--- config.mk ---
export PLATFORM = sky130hd
export DESIGN_NAME = pressure_temperature_compensation
export DESIGN_NICKNAME = d
export VERILOG_FILES = /design/src/rtl/core/ptc_pkg.sv /design/src/rtl/core/ptc_div.sv /design/src/rtl/core/ptc_seq.sv /design/src/rtl/core/pressure_temperature_compensation.sv
export SDC_FILE = /design/constraint.sdc
export NUM_CORES = 2
export LEC_CHECK = 0
export ABC_AREA = 1
export BUFFER_PORTS_ARGS = -buffer_cell sky130_fd_sc_hd__buf_2
export CORE_MARGIN = 2
export CORE_UTILIZATION = 36
export CTS_BUF_LIST = sky130_fd_sc_hd__clkbuf_16
export CTS_CLUSTER_SIZE = 40
export DETAILED_ROUTE_END_ITERATION = 6
export GPL_TIMING_DRIVEN = 0
export PLACE_DENSITY = 0.57
export SLEW_MARGIN = 30
export SYNTH_ARGS = -nofsm -noshare
export SYNTH_HDL_FRONTEND = slang
export SYNTH_SLANG_ARGS = --single-unit
--- constraint.sdc ---
create_clock -name clock -period 24.7 [get_ports clock]
set_clock_uncertainty 0.15 [all_clocks]
set_input_delay 2.47 -clock clock [delete_from_list [all_inputs] [get_ports clock]]
set_output_delay 2.47 -clock clock [all_outputs]
set_load 0.03 [all_outputs]
--- src/rtl/core/ptc_pkg.sv ---
// Shared types, constants and helpers for the pressure/temperature compensation block.
// No dependencies.
package ptc_pkg;

   localparam int unsigned NumRegs = 5;
   localparam int unsigned AddrWidth = 5;

   localparam logic [2:0] REG_AC1_AC2 = 3'd0;
   localparam logic [2:0] REG_AC3_AC4 = 3'd1;
   localparam logic [2:0] REG_AC5_AC6 = 3'd2;
   localparam logic [2:0] REG_B1_B2 = 3'd3;
   localparam logic [2:0] REG_MC_MD = 3'd4;

   localparam logic CMD_TEMP = 1'b0;
   localparam logic CMD_PRES = 1'b1;

   // divider request/response between sequencer and divider
   typedef struct packed {
      logic start;
      logic is_signed;
      logic [31:0] dividend;
      logic [31:0] divisor;
   } div_req_type;

   typedef struct packed {
      logic done;
      logic [31:0] quotient;
   } div_rsp_type;

   // signed divide by 2^k truncating toward zero
   function automatic logic [31:0] sdiv_pow2(input logic [31:0] a, input logic [4:0] k);
      logic [31:0] bias;
      logic [31:0] sum;
      begin
         bias = (32'd1 << k) - 32'd1;
         sum = a[31] ? (a + bias) : a;
         sdiv_pow2 = $signed(sum) >>> k;
      end
   endfunction

endpackage

--- src/rtl/core/ptc_div.sv ---
// Iterative 32-bit divider, one quotient bit per cycle, signed or unsigned.
// Depends on ptc_pkg.
module ptc_div (
   input  logic                 clock,
   input  logic                 reset,
   input  ptc_pkg::div_req_type req,
   output ptc_pkg::div_rsp_type rsp
);

   logic        busy_ff, busy_in;
   logic [5:0]  cnt_ff, cnt_in;
   logic [31:0] quo_ff, quo_in;
   logic [32:0] rem_ff, rem_in;
   logic [31:0] dvs_ff, dvs_in;
   logic        neg_ff, neg_in;
   logic        done_ff, done_in;
   logic [32:0] trial;
   logic [32:0] shifted;
   logic [31:0] a_mag;
   logic [31:0] b_mag;

   always_comb begin
      a_mag = (req.is_signed && req.dividend[31]) ? (32'd0 - req.dividend) : req.dividend;
      b_mag = (req.is_signed && req.divisor[31]) ? (32'd0 - req.divisor) : req.divisor;
      shifted = {rem_ff[31:0], quo_ff[31]};
      trial = shifted - {1'b0, dvs_ff};
      busy_in = busy_ff;
      cnt_in = cnt_ff;
      quo_in = quo_ff;
      rem_in = rem_ff;
      dvs_in = dvs_ff;
      neg_in = neg_ff;
      done_in = 1'b0;
      if (req.start) begin
         busy_in = 1'b1;
         cnt_in = 6'd0;
         quo_in = a_mag;
         rem_in = 33'd0;
         dvs_in = b_mag;
         neg_in = req.is_signed && (req.dividend[31] ^ req.divisor[31]);
      end else if (busy_ff) begin
         if (trial[32]) begin
            rem_in = shifted;
            quo_in = {quo_ff[30:0], 1'b0};
         end else begin
            rem_in = trial;
            quo_in = {quo_ff[30:0], 1'b1};
         end
         cnt_in = cnt_ff + 6'd1;
         if (cnt_ff == 6'd31) begin
            busy_in = 1'b0;
            done_in = 1'b1;
         end
      end
   end

   always_ff @(posedge clock) begin
      if (reset) begin
         busy_ff <= 1'b0;
         done_ff <= 1'b0;
      end else begin
         busy_ff <= busy_in;
         done_ff <= done_in;
      end
      cnt_ff <= cnt_in;
      quo_ff <= quo_in;
      rem_ff <= rem_in;
      dvs_ff <= dvs_in;
      neg_ff <= neg_in;
   end

   // negation wraps most negative / -1 to itself
   assign rsp.done = done_ff;
   assign rsp.quotient = neg_ff ? (32'd0 - quo_ff) : quo_ff;

   a_done_after_busy: assert property (@(posedge clock) disable iff (reset)
      done_ff |-> $past(busy_ff)) else $error("divider done without work");
   a_no_start_busy: assert property (@(posedge clock) disable iff (reset)
      busy_ff && !req.start |=> busy_ff || done_ff) else $error("divider lost");
   a_done_pulse: assert property (@(posedge clock) disable iff (reset)
      done_ff |=> !done_ff) else $error("done held");

endmodule

--- src/rtl/core/ptc_seq.sv ---
// Sequencer: walks the compensation steps through one shared multiplier and the divider.
// Depends on ptc_pkg and ptc_div.
module ptc_seq (
   input  logic        clock,
   input  logic        reset,
   input  logic        start,
   input  logic        cmd,
   input  logic [15:0] raw_reading,
   input  logic [31:0] reg0,
   input  logic [31:0] reg1,
   input  logic [31:0] reg2,
   input  logic [31:0] reg3,
   input  logic [31:0] reg4,
   output logic        done,
   output logic [31:0] value,
   output logic        fault
);

   localparam logic [4:0] S_IDLE = 5'd0;
   localparam logic [4:0] S_T1 = 5'd1;
   localparam logic [4:0] S_T2 = 5'd2;
   localparam logic [4:0] S_TDIV = 5'd3;
   localparam logic [4:0] S_TOUT = 5'd4;
   localparam logic [4:0] S_P1 = 5'd5;
   localparam logic [4:0] S_P2 = 5'd6;
   localparam logic [4:0] S_P3 = 5'd7;
   localparam logic [4:0] S_P4 = 5'd8;
   localparam logic [4:0] S_P5 = 5'd9;
   localparam logic [4:0] S_P6 = 5'd10;
   localparam logic [4:0] S_P7 = 5'd11;
   localparam logic [4:0] S_P8 = 5'd12;
   localparam logic [4:0] S_P9 = 5'd13;
   localparam logic [4:0] S_PDIV = 5'd14;
   localparam logic [4:0] S_P10 = 5'd15;
   localparam logic [4:0] S_P11 = 5'd16;
   localparam logic [4:0] S_P12 = 5'd17;
   localparam logic [4:0] S_P13 = 5'd18;
   localparam logic [4:0] S_TDIV10 = 5'd19;

   logic [4:0]  state_ff, state_in;
   logic [15:0] raw_ff, raw_in;
   logic [31:0] b5_ff, b5_in;
   logic [31:0] x1_ff, x1_in;
   logic [31:0] b6_ff, b6_in;
   logic [31:0] sq_ff, sq_in;
   logic [31:0] acc_ff, acc_in;
   logic [31:0] b7_ff, b7_in;
   logic [31:0] p_ff, p_in;
   logic        hi_ff, hi_in;
   logic [31:0] res_ff, res_in;
   logic        flt_ff, flt_in;
   logic        done_ff, done_in;
   logic [31:0] ma, mb, prod;
   logic [63:0] prod64;
   logic [31:0] raw32;
   logic [31:0] tmp;
   ptc_pkg::div_req_type dreq;
   ptc_pkg::div_rsp_type drsp;

   ptc_div u_div (.clock(clock), .reset(reset), .req(dreq), .rsp(drsp));

   assign raw32 = {16'd0, raw_ff};
   assign prod64 = {32'd0, ma} * {32'd0, mb};
   assign prod = prod64[31:0];

   always_comb begin
      state_in = state_ff;
      raw_in = raw_ff;
      b5_in = b5_ff;
      x1_in = x1_ff;
      b6_in = b6_ff;
      sq_in = sq_ff;
      acc_in = acc_ff;
      b7_in = b7_ff;
      p_in = p_ff;
      hi_in = hi_ff;
      res_in = res_ff;
      flt_in = flt_ff;
      done_in = 1'b0;
      ma = 32'd0;
      mb = 32'd0;
      tmp = 32'd0;
      dreq = '0;
      unique case (state_ff)
         S_IDLE: begin
            if (start) begin
               flt_in = 1'b0;
               res_in = 32'd0;
               raw_in = raw_reading;
               state_in = (cmd == ptc_pkg::CMD_TEMP) ? S_T1 : S_P1;
            end
         end
         S_T1: begin
            ma = raw32 - {16'd0, reg2[15:0]};
            mb = {16'd0, reg2[31:16]};
            x1_in = ptc_pkg::sdiv_pow2(prod, 5'd15);
            state_in = S_T2;
         end
         S_T2: begin
            ma = 32'd2048;
            mb = {{16{reg4[31]}}, reg4[31:16]};
            tmp = x1_ff + {{16{reg4[15]}}, reg4[15:0]};
            if (tmp == 32'd0) begin
               flt_in = 1'b1;
               done_in = 1'b1;
               state_in = S_IDLE;
            end else begin
               dreq.start = 1'b1;
               dreq.is_signed = 1'b1;
               dreq.dividend = prod;
               dreq.divisor = tmp;
               state_in = S_TDIV;
            end
         end
         S_TDIV: begin
            if (drsp.done) begin
               b5_in = x1_ff + drsp.quotient;
               state_in = S_TOUT;
            end
         end
         S_TOUT: begin
            acc_in = ptc_pkg::sdiv_pow2(b5_ff + 32'd8, 5'd4);
            state_in = S_TDIV10;
         end
         S_TDIV10: begin
            // divide the magnitude by ten with a reciprocal multiply, then restore the sign
            ma = acc_ff[31] ? (32'd0 - acc_ff) : acc_ff;
            mb = 32'd214748365;
            tmp = 32'(prod64 >> 31);
            res_in = acc_ff[31] ? (32'd0 - tmp) : tmp;
            done_in = 1'b1;
            state_in = S_IDLE;
         end
         S_P1: begin
            b6_in = b5_ff - 32'd4000;
            state_in = S_P2;
         end
         S_P2: begin
            ma = b6_ff;
            mb = b6_ff;
            sq_in = ptc_pkg::sdiv_pow2(prod, 5'd12);
            state_in = S_P3;
         end
         S_P3: begin
            ma = {{16{reg3[15]}}, reg3[15:0]};
            mb = sq_ff;
            acc_in = ptc_pkg::sdiv_pow2(prod, 5'd11);
            state_in = S_P4;
         end
         S_P4: begin
            ma = {{16{reg0[15]}}, reg0[15:0]};
            mb = b6_ff;
            tmp = acc_ff + ptc_pkg::sdiv_pow2(prod, 5'd11);
            // b3 = (ac1*4 + x3 + 2) / 4
            x1_in = ptc_pkg::sdiv_pow2(({{16{reg0[31]}}, reg0[31:16]} << 2) + tmp + 32'd2,
                                       5'd2);
            state_in = S_P5;
         end
         S_P5: begin
            ma = raw32 - x1_ff;
            mb = 32'd50000;
            b7_in = prod;
            state_in = S_P6;
         end
         S_P6: begin
            ma = {{16{reg1[31]}}, reg1[31:16]};
            mb = b6_ff;
            acc_in = ptc_pkg::sdiv_pow2(prod, 5'd13);
            state_in = S_P7;
         end
         S_P7: begin
            ma = {{16{reg3[31]}}, reg3[31:16]};
            mb = sq_ff;
            tmp = acc_ff + ptc_pkg::sdiv_pow2(prod, 5'd16);
            acc_in = ptc_pkg::sdiv_pow2(tmp + 32'd2, 5'd2);
            state_in = S_P8;
         end
         S_P8: begin
            ma = {16'd0, reg1[15:0]};
            mb = acc_ff + 32'd32768;
            acc_in = {15'd0, prod[31:15]};
            state_in = S_P9;
         end
         S_P9: begin
            if (acc_ff == 32'd0) begin
               flt_in = 1'b1;
               done_in = 1'b1;
               state_in = S_IDLE;
            end else begin
               hi_in = b7_ff[31];
               dreq.start = 1'b1;
               dreq.is_signed = 1'b0;
               dreq.dividend = b7_ff[31] ? b7_ff : {b7_ff[30:0], 1'b0};
               dreq.divisor = acc_ff;
               state_in = S_PDIV;
            end
         end
         S_PDIV: begin
            if (drsp.done) begin
               p_in = hi_ff ? {drsp.quotient[30:0], 1'b0} : drsp.quotient;
               state_in = S_P10;
            end
         end
         S_P10: begin
            tmp = ptc_pkg::sdiv_pow2(p_ff, 5'd8);
            ma = tmp;
            mb = tmp;
            acc_in = prod;
            state_in = S_P11;
         end
         S_P11: begin
            ma = acc_ff;
            mb = 32'd3038;
            acc_in = ptc_pkg::sdiv_pow2(prod, 5'd16);
            state_in = S_P12;
         end
         S_P12: begin
            ma = 32'hFFFF_E343;
            mb = p_ff;
            acc_in = acc_ff + ptc_pkg::sdiv_pow2(prod, 5'd16);
            state_in = S_P13;
         end
         S_P13: begin
            res_in = p_ff + ptc_pkg::sdiv_pow2(acc_ff + 32'd3791, 5'd4);
            done_in = 1'b1;
            state_in = S_IDLE;
         end
         default: state_in = S_IDLE;
      endcase
   end

   always_ff @(posedge clock) begin
      if (reset) begin
         state_ff <= S_IDLE;
         done_ff <= 1'b0;
         b5_ff <= 32'd0;
      end else begin
         state_ff <= state_in;
         done_ff <= done_in;
         b5_ff <= b5_in;
      end
      raw_ff <= raw_in;
      x1_ff <= x1_in;
      b6_ff <= b6_in;
      sq_ff <= sq_in;
      acc_ff <= acc_in;
      b7_ff <= b7_in;
      p_ff <= p_in;
      hi_ff <= hi_in;
      res_ff <= res_in;
      flt_ff <= flt_in;
   end

   assign done = done_ff;
   assign value = res_ff;
   assign fault = flt_ff;

   a_fault_zero: assert property (@(posedge clock) disable iff (reset)
      done_ff && flt_ff |-> res_ff == 32'd0) else $error("fault with nonzero value");
   a_done_idle: assert property (@(posedge clock) disable iff (reset)
      done_ff |-> state_ff == S_IDLE) else $error("done while busy");
   a_start_idle: assert property (@(posedge clock) disable iff (reset)
      state_ff != S_IDLE |=> !$past(start) || $past(state_ff) != S_IDLE)
      else $error("start taken while busy");

endmodule

--- src/rtl/core/pressure_temperature_compensation.sv ---
// Top level: APB calibration registers, item handshake and result register.
// Depends on ptc_pkg and ptc_seq.
//
// Usage: write the five calibration words over the APB port (byte address 4*i),
// then send items on req_ (cmd 0 raw temperature, cmd 1 raw pressure).
// A temperature item stores B5 for later pressure items; send one first.
// Each item gives one result on rsp_: kind, value and fault (divisor was zero,
// value 0).
// A temperature item runs one division in the shared divider and then the divide
// by ten by reciprocal multiply; a pressure item runs one division plus the
// multiply steps on the shared multiplier. A zero divisor ends the item early.
// req_stall is high while an item is in work or its result waits; one item is
// in the block at a time. The result is held in a register until rsp_stall is
// low; the next item is taken in the cycle after the result leaves.
// Reset (synchronous) clears the registers, stored B5 and all control state.
module pressure_temperature_compensation (
   input  logic        clock,
   input  logic        reset,
   input  logic        req_valid,
   output logic        req_stall,
   input  logic        req_cmd,
   input  logic [15:0] req_raw_reading,
   output logic        rsp_valid,
   input  logic        rsp_stall,
   output logic        rsp_kind,
   output logic signed [31:0] rsp_value,
   output logic        rsp_fault,
   input  logic        psel,
   input  logic        penable,
   input  logic        pwrite,
   input  logic [ptc_pkg::AddrWidth-1:0] paddr,
   input  logic [31:0] pwdata,
   output logic [31:0] prdata,
   output logic        pready
);

   logic [31:0] regs_ff [ptc_pkg::NumRegs];
   logic        busy_ff, busy_in;
   logic        kind_ff, kind_in;
   logic        ovld_ff, ovld_in;
   logic        okind_ff, okind_in;
   logic [31:0] oval_ff, oval_in;
   logic        oflt_ff, oflt_in;
   logic        accept;
   logic        s_done;
   logic [31:0] s_value;
   logic        s_fault;
   logic [2:0]  ridx;

   assign pready = 1'b1;
   assign ridx = paddr[4:2];
   assign req_stall = busy_ff || ovld_ff;
   assign accept = req_valid && !req_stall;

   always_ff @(posedge clock) begin
      if (reset) begin
         for (int i = 0; i < ptc_pkg::NumRegs; i++) regs_ff[i] <= 32'd0;
      end else if (psel && penable && pwrite && paddr[1:0] == 2'd0 &&
                   ridx <= ptc_pkg::REG_MC_MD) begin
         regs_ff[ridx] <= pwdata;
      end
   end

   always_comb begin
      prdata = 32'd0;
      if (paddr[1:0] == 2'd0 && ridx <= ptc_pkg::REG_MC_MD) prdata = regs_ff[ridx];
   end

   ptc_seq u_seq (
      .clock(clock), .reset(reset), .start(accept), .cmd(req_cmd),
      .raw_reading(req_raw_reading),
      .reg0(regs_ff[ptc_pkg::REG_AC1_AC2]), .reg1(regs_ff[ptc_pkg::REG_AC3_AC4]),
      .reg2(regs_ff[ptc_pkg::REG_AC5_AC6]), .reg3(regs_ff[ptc_pkg::REG_B1_B2]),
      .reg4(regs_ff[ptc_pkg::REG_MC_MD]),
      .done(s_done), .value(s_value), .fault(s_fault)
   );

   always_comb begin
      busy_in = busy_ff;
      kind_in = kind_ff;
      ovld_in = ovld_ff;
      okind_in = okind_ff;
      oval_in = oval_ff;
      oflt_in = oflt_ff;
      if (ovld_ff && !rsp_stall) ovld_in = 1'b0;
      if (accept) begin
         busy_in = 1'b1;
         kind_in = req_cmd;
      end
      if (s_done) begin
         busy_in = 1'b0;
         ovld_in = 1'b1;
         okind_in = kind_ff;
         oval_in = s_value;
         oflt_in = s_fault;
      end
   end

   always_ff @(posedge clock) begin
      if (reset) begin
         busy_ff <= 1'b0;
         ovld_ff <= 1'b0;
      end else begin
         busy_ff <= busy_in;
         ovld_ff <= ovld_in;
      end
      kind_ff <= kind_in;
      okind_ff <= okind_in;
      oval_ff <= oval_in;
      oflt_ff <= oflt_in;
   end

   assign rsp_valid = ovld_ff;
   assign rsp_kind = okind_ff;
   assign rsp_value = oval_ff;
   assign rsp_fault = oflt_ff;

   a_done_busy: assert property (@(posedge clock) disable iff (reset)
      s_done |-> busy_ff && !ovld_ff) else $error("result without item");
   a_one_item: assert property (@(posedge clock) disable iff (reset)
      !(busy_ff && ovld_ff)) else $error("two items in block");
   a_result_fault: assert property (@(posedge clock) disable iff (reset)
      ovld_ff && oflt_ff |-> oval_ff == 32'd0) else $error("fault value nonzero");

endmodule

==> reports/results.txt <==
Ports - 130
Setup WS post-layout - 5.27 ns
Final min period - 19.43 ns
Top post-synthesis cells by area - fa_1 (22%), edfxtp_1 (17%), nand2_1 (13%), inv_1 (10%), ha_1 (7.2%)
Clk_lat worst skew - 0.74 ns
Post-synth EDFFs - 488
Most frequent CP cell - inv_1
Slowest CP cell - clkinv_1
# DRC - 22
P&R area growth vs syn - 8.89%
Sequential-to-total area share from yosys stat - 18.9%
CTS Hold Buffers Added - 0
R2R depth - 58
GRT Total Usage - 36.5%
CTS Buffer Depth - 3
Part of the cycle the worst path needs - 78.7%
Layout cells sized above 1 - 5.20%
Initial antenna violation count - 44
Flop-to-flop setup slack - 5.27 ns
GPL Wtd Cong - 1.06
Cts bufs inserted - 67
Final hold vios - 0
H-tree depth - 3
Setup crit start - u_seq.state_ff[0]$_SDFFE_PP0P_
Status - complete, but fails checks
Commonest non-fill, non-tap cell in the layout - nand2_1
Syn Area/Cell - 7.22 sq um
Mapped Cells - 11.9k
Critical path data arrival time - 19.75 ns
Synth top area share - 21.7%
Critical Path RT - 25.02 ns
Maximum clock frequency - 51.5 MHz
CP startpoint kind - flop
Clock Tree Root - clkbuf_16
Vias in the first global route - 81.5k
Congestion Overflow GR - 0
RSZ-0062 raised after global routing - false
Die Y - 493 microns
Drt wl/cell - 29.4 microns
Hold Crit Class - reg -> reg
Die ar. - 0.243 sq mm
Die Span X - 493 microns
Largest net degree at the start of global routing - 33
Top FF cell, synth - edfxtp_1
Clock-pin slew on the worst setup and hold paths - 0.07 ns
Synthesized flop and latch total - 568
Area leader, netlist - fa_1
Synth unique cells - 84
R2R Path End - u_seq.x1_ff[20]$_DFFE_PP_
Post-synth ARST share - 0%
Post-DRT Antenna Nets - 0
Max_cap viols - 0
Setup Viol. Count Final - 0
Critical-path maximum fanout - 10
Yosys warnings - 0
Cell Rows - 179
Final net count - 13.6k
Drt total wl - 453000 microns
Worst hold path depth - 0
Worst stage delay on the critical path - 0.87 ns
Syn nets - 13.4k
Initial detailed-routing violation count - 11.7k
CTS Sinks - 568
DP Worst Slack - 6.12 ns
First-pass GRT wire length - 625000 microns
Worst Tran Pin Value - 1.18 ns
Total negative slack - 0 ns
Setup Crit Path Kind - reg -> reg
CTS tree - built
Worst r2r src - u_seq.state_ff[0]$_SDFFE_PP0P_
Core area - 0.238 sq mm
Vias - 86.3k
Critical path capture point - u_seq.x1_ff[20]$_DFFE_PP_
Vias per cell - 5.61
Setup crit end kind - flop
Post-CTS sizing - 0
Initial Util - 36.2%
I/O Buffers - 126
Failing checks - design-rule violations
Count of pins over their slew limit - 0
Drt pass-1 iters - 7
DP HPWL - 380000 microns
Postcts setup bufs - 0
Most frequent cells in the layout - nand2_1 (2867), inv_1 (2317), nor2_1 (1279)
Slew headroom - 21.1%
Syn Std Cell Area - 0.0861 sq mm
[critical path: cells and delay by family (launching register included)]
family / cells / cell delay, ns
adders and majority gates: 11 / 5.22
and+or+nand+nor: 23 / 5.01
AOI/OAI and AO/OA: 7 / 3.77
buffers and inverters: 15 / 3.65
xor gates and xnor gates: 2 / 0.82
DFF: 1 / 0.43
[final cells by class]
class                      instances  area (sq um)
antenna                           20          50.0
buffer                           364          1510
clock buffer                      68          1700
clock inverter                    52           460
fill                           25800        144000
inverter                        2388          8970
multi-input combinational       8609         59600
sequential                       568         16300
tap                             3167          3960
timing repair buffer             158          1200
[synthesized netlist by cell type, drive strengths merged, types with 103 or more instances]
cell and count:
nand2 2916, inv 2354, nor2 1351, fa 932
a21oi 527, o21ai 527, nand3 504, ha 494
edfxtp 488, clkbuf 290, xor2 283, nor3 188
nand4 187, o211ai 117, xnor2 103
[kinds of logic (layout without fill, tap and decap cells)]
group	count (synthesis)	after routing	share of synthesized area, %
flip-flops	568	568	18.9
AND/OR/NAND/NOR	5277	5277	25.7
buffers and inverters	2752	3030	12.1
adder cells (fa/ha/maj)	1426	1426	28.9
other	1	21	0.00436
XOR/XNOR	386	386	4.06
AO/OA/AOI/OAI	1519	1519	10.4
[metrics by stage]
| step | util (%) | hold slack (ns) | instances | instance area (sq um) |
|---|---|---|---|---|
| after floorplan | - | 0.250 | 11900 | 86100 |
| after global placement | 38.1 | 0.252 | 15200 | 90700 |
| after detailed placement | 38.5 | 0.255 | 15300 | 91500 |
| after CTS | 39.4 | 0.269 | 15400 | 93600 |
| after global routing | 39.4 | 0.274 | 15400 | 93700 |
| final | 39.4 | 0.267 | 15400 | 93700 |
[metal layers]
metal / up-vias / wire, microns / GRT usage [%]
met5: - / 157 / 0
met4: 24 / 29900 / 20.0
met2: 5101 / 181000 / 51.2
met3: 1014 / 51700 / 9.60
met1: 42100 / 190000 / 50.7
li1: 38100 / - / -
[flip-flops by register name, indices dropped and copies added (netlist names), 5 cells and up]
signal              flops
u_seq.u_div.rem_ff     32
u_seq.p_ff             32
u_seq.state_ff          5
u_seq.b5_ff            32
u_seq.b6_ff            32
u_seq.value            32
u_seq.raw_ff           16
rsp_value              32
u_seq.u_div.quo_ff     32
u_seq.x1_ff            30
u_seq.u_div.cnt_ff      6
regs_ff               160
u_seq.sq_ff            20
u_seq.u_div.dvs_ff     32
u_seq.acc_ff           32
u_seq.b7_ff            32
[how the worst min path moves through the flow]
stage	to	startpoint	slack, ns
after floorplan	rsp_fault$_DFFE_PP_	u_seq.fault$_DFFE_PP_	0.25
after global placement	rsp_value[23]$_DFFE_PP_	u_seq.value[23]$_DFFE_PP_	0.25
after detailed placement	rsp_value[14]$_DFFE_PP_	u_seq.value[14]$_DFFE_PP_	0.25
after CTS	rsp_value[6]$_DFFE_PP_	u_seq.value[6]$_DFFE_PP_	0.27
after global routing	rsp_value[12]$_DFFE_PP_	u_seq.value[12]$_DFFE_PP_	0.27
final	rsp_value[6]$_DFFE_PP_	u_seq.value[6]$_DFFE_PP_	0.27
Power is not shown: default switching activity piles up to over one toggle a cycle in this logic, so the estimate is an artifact.
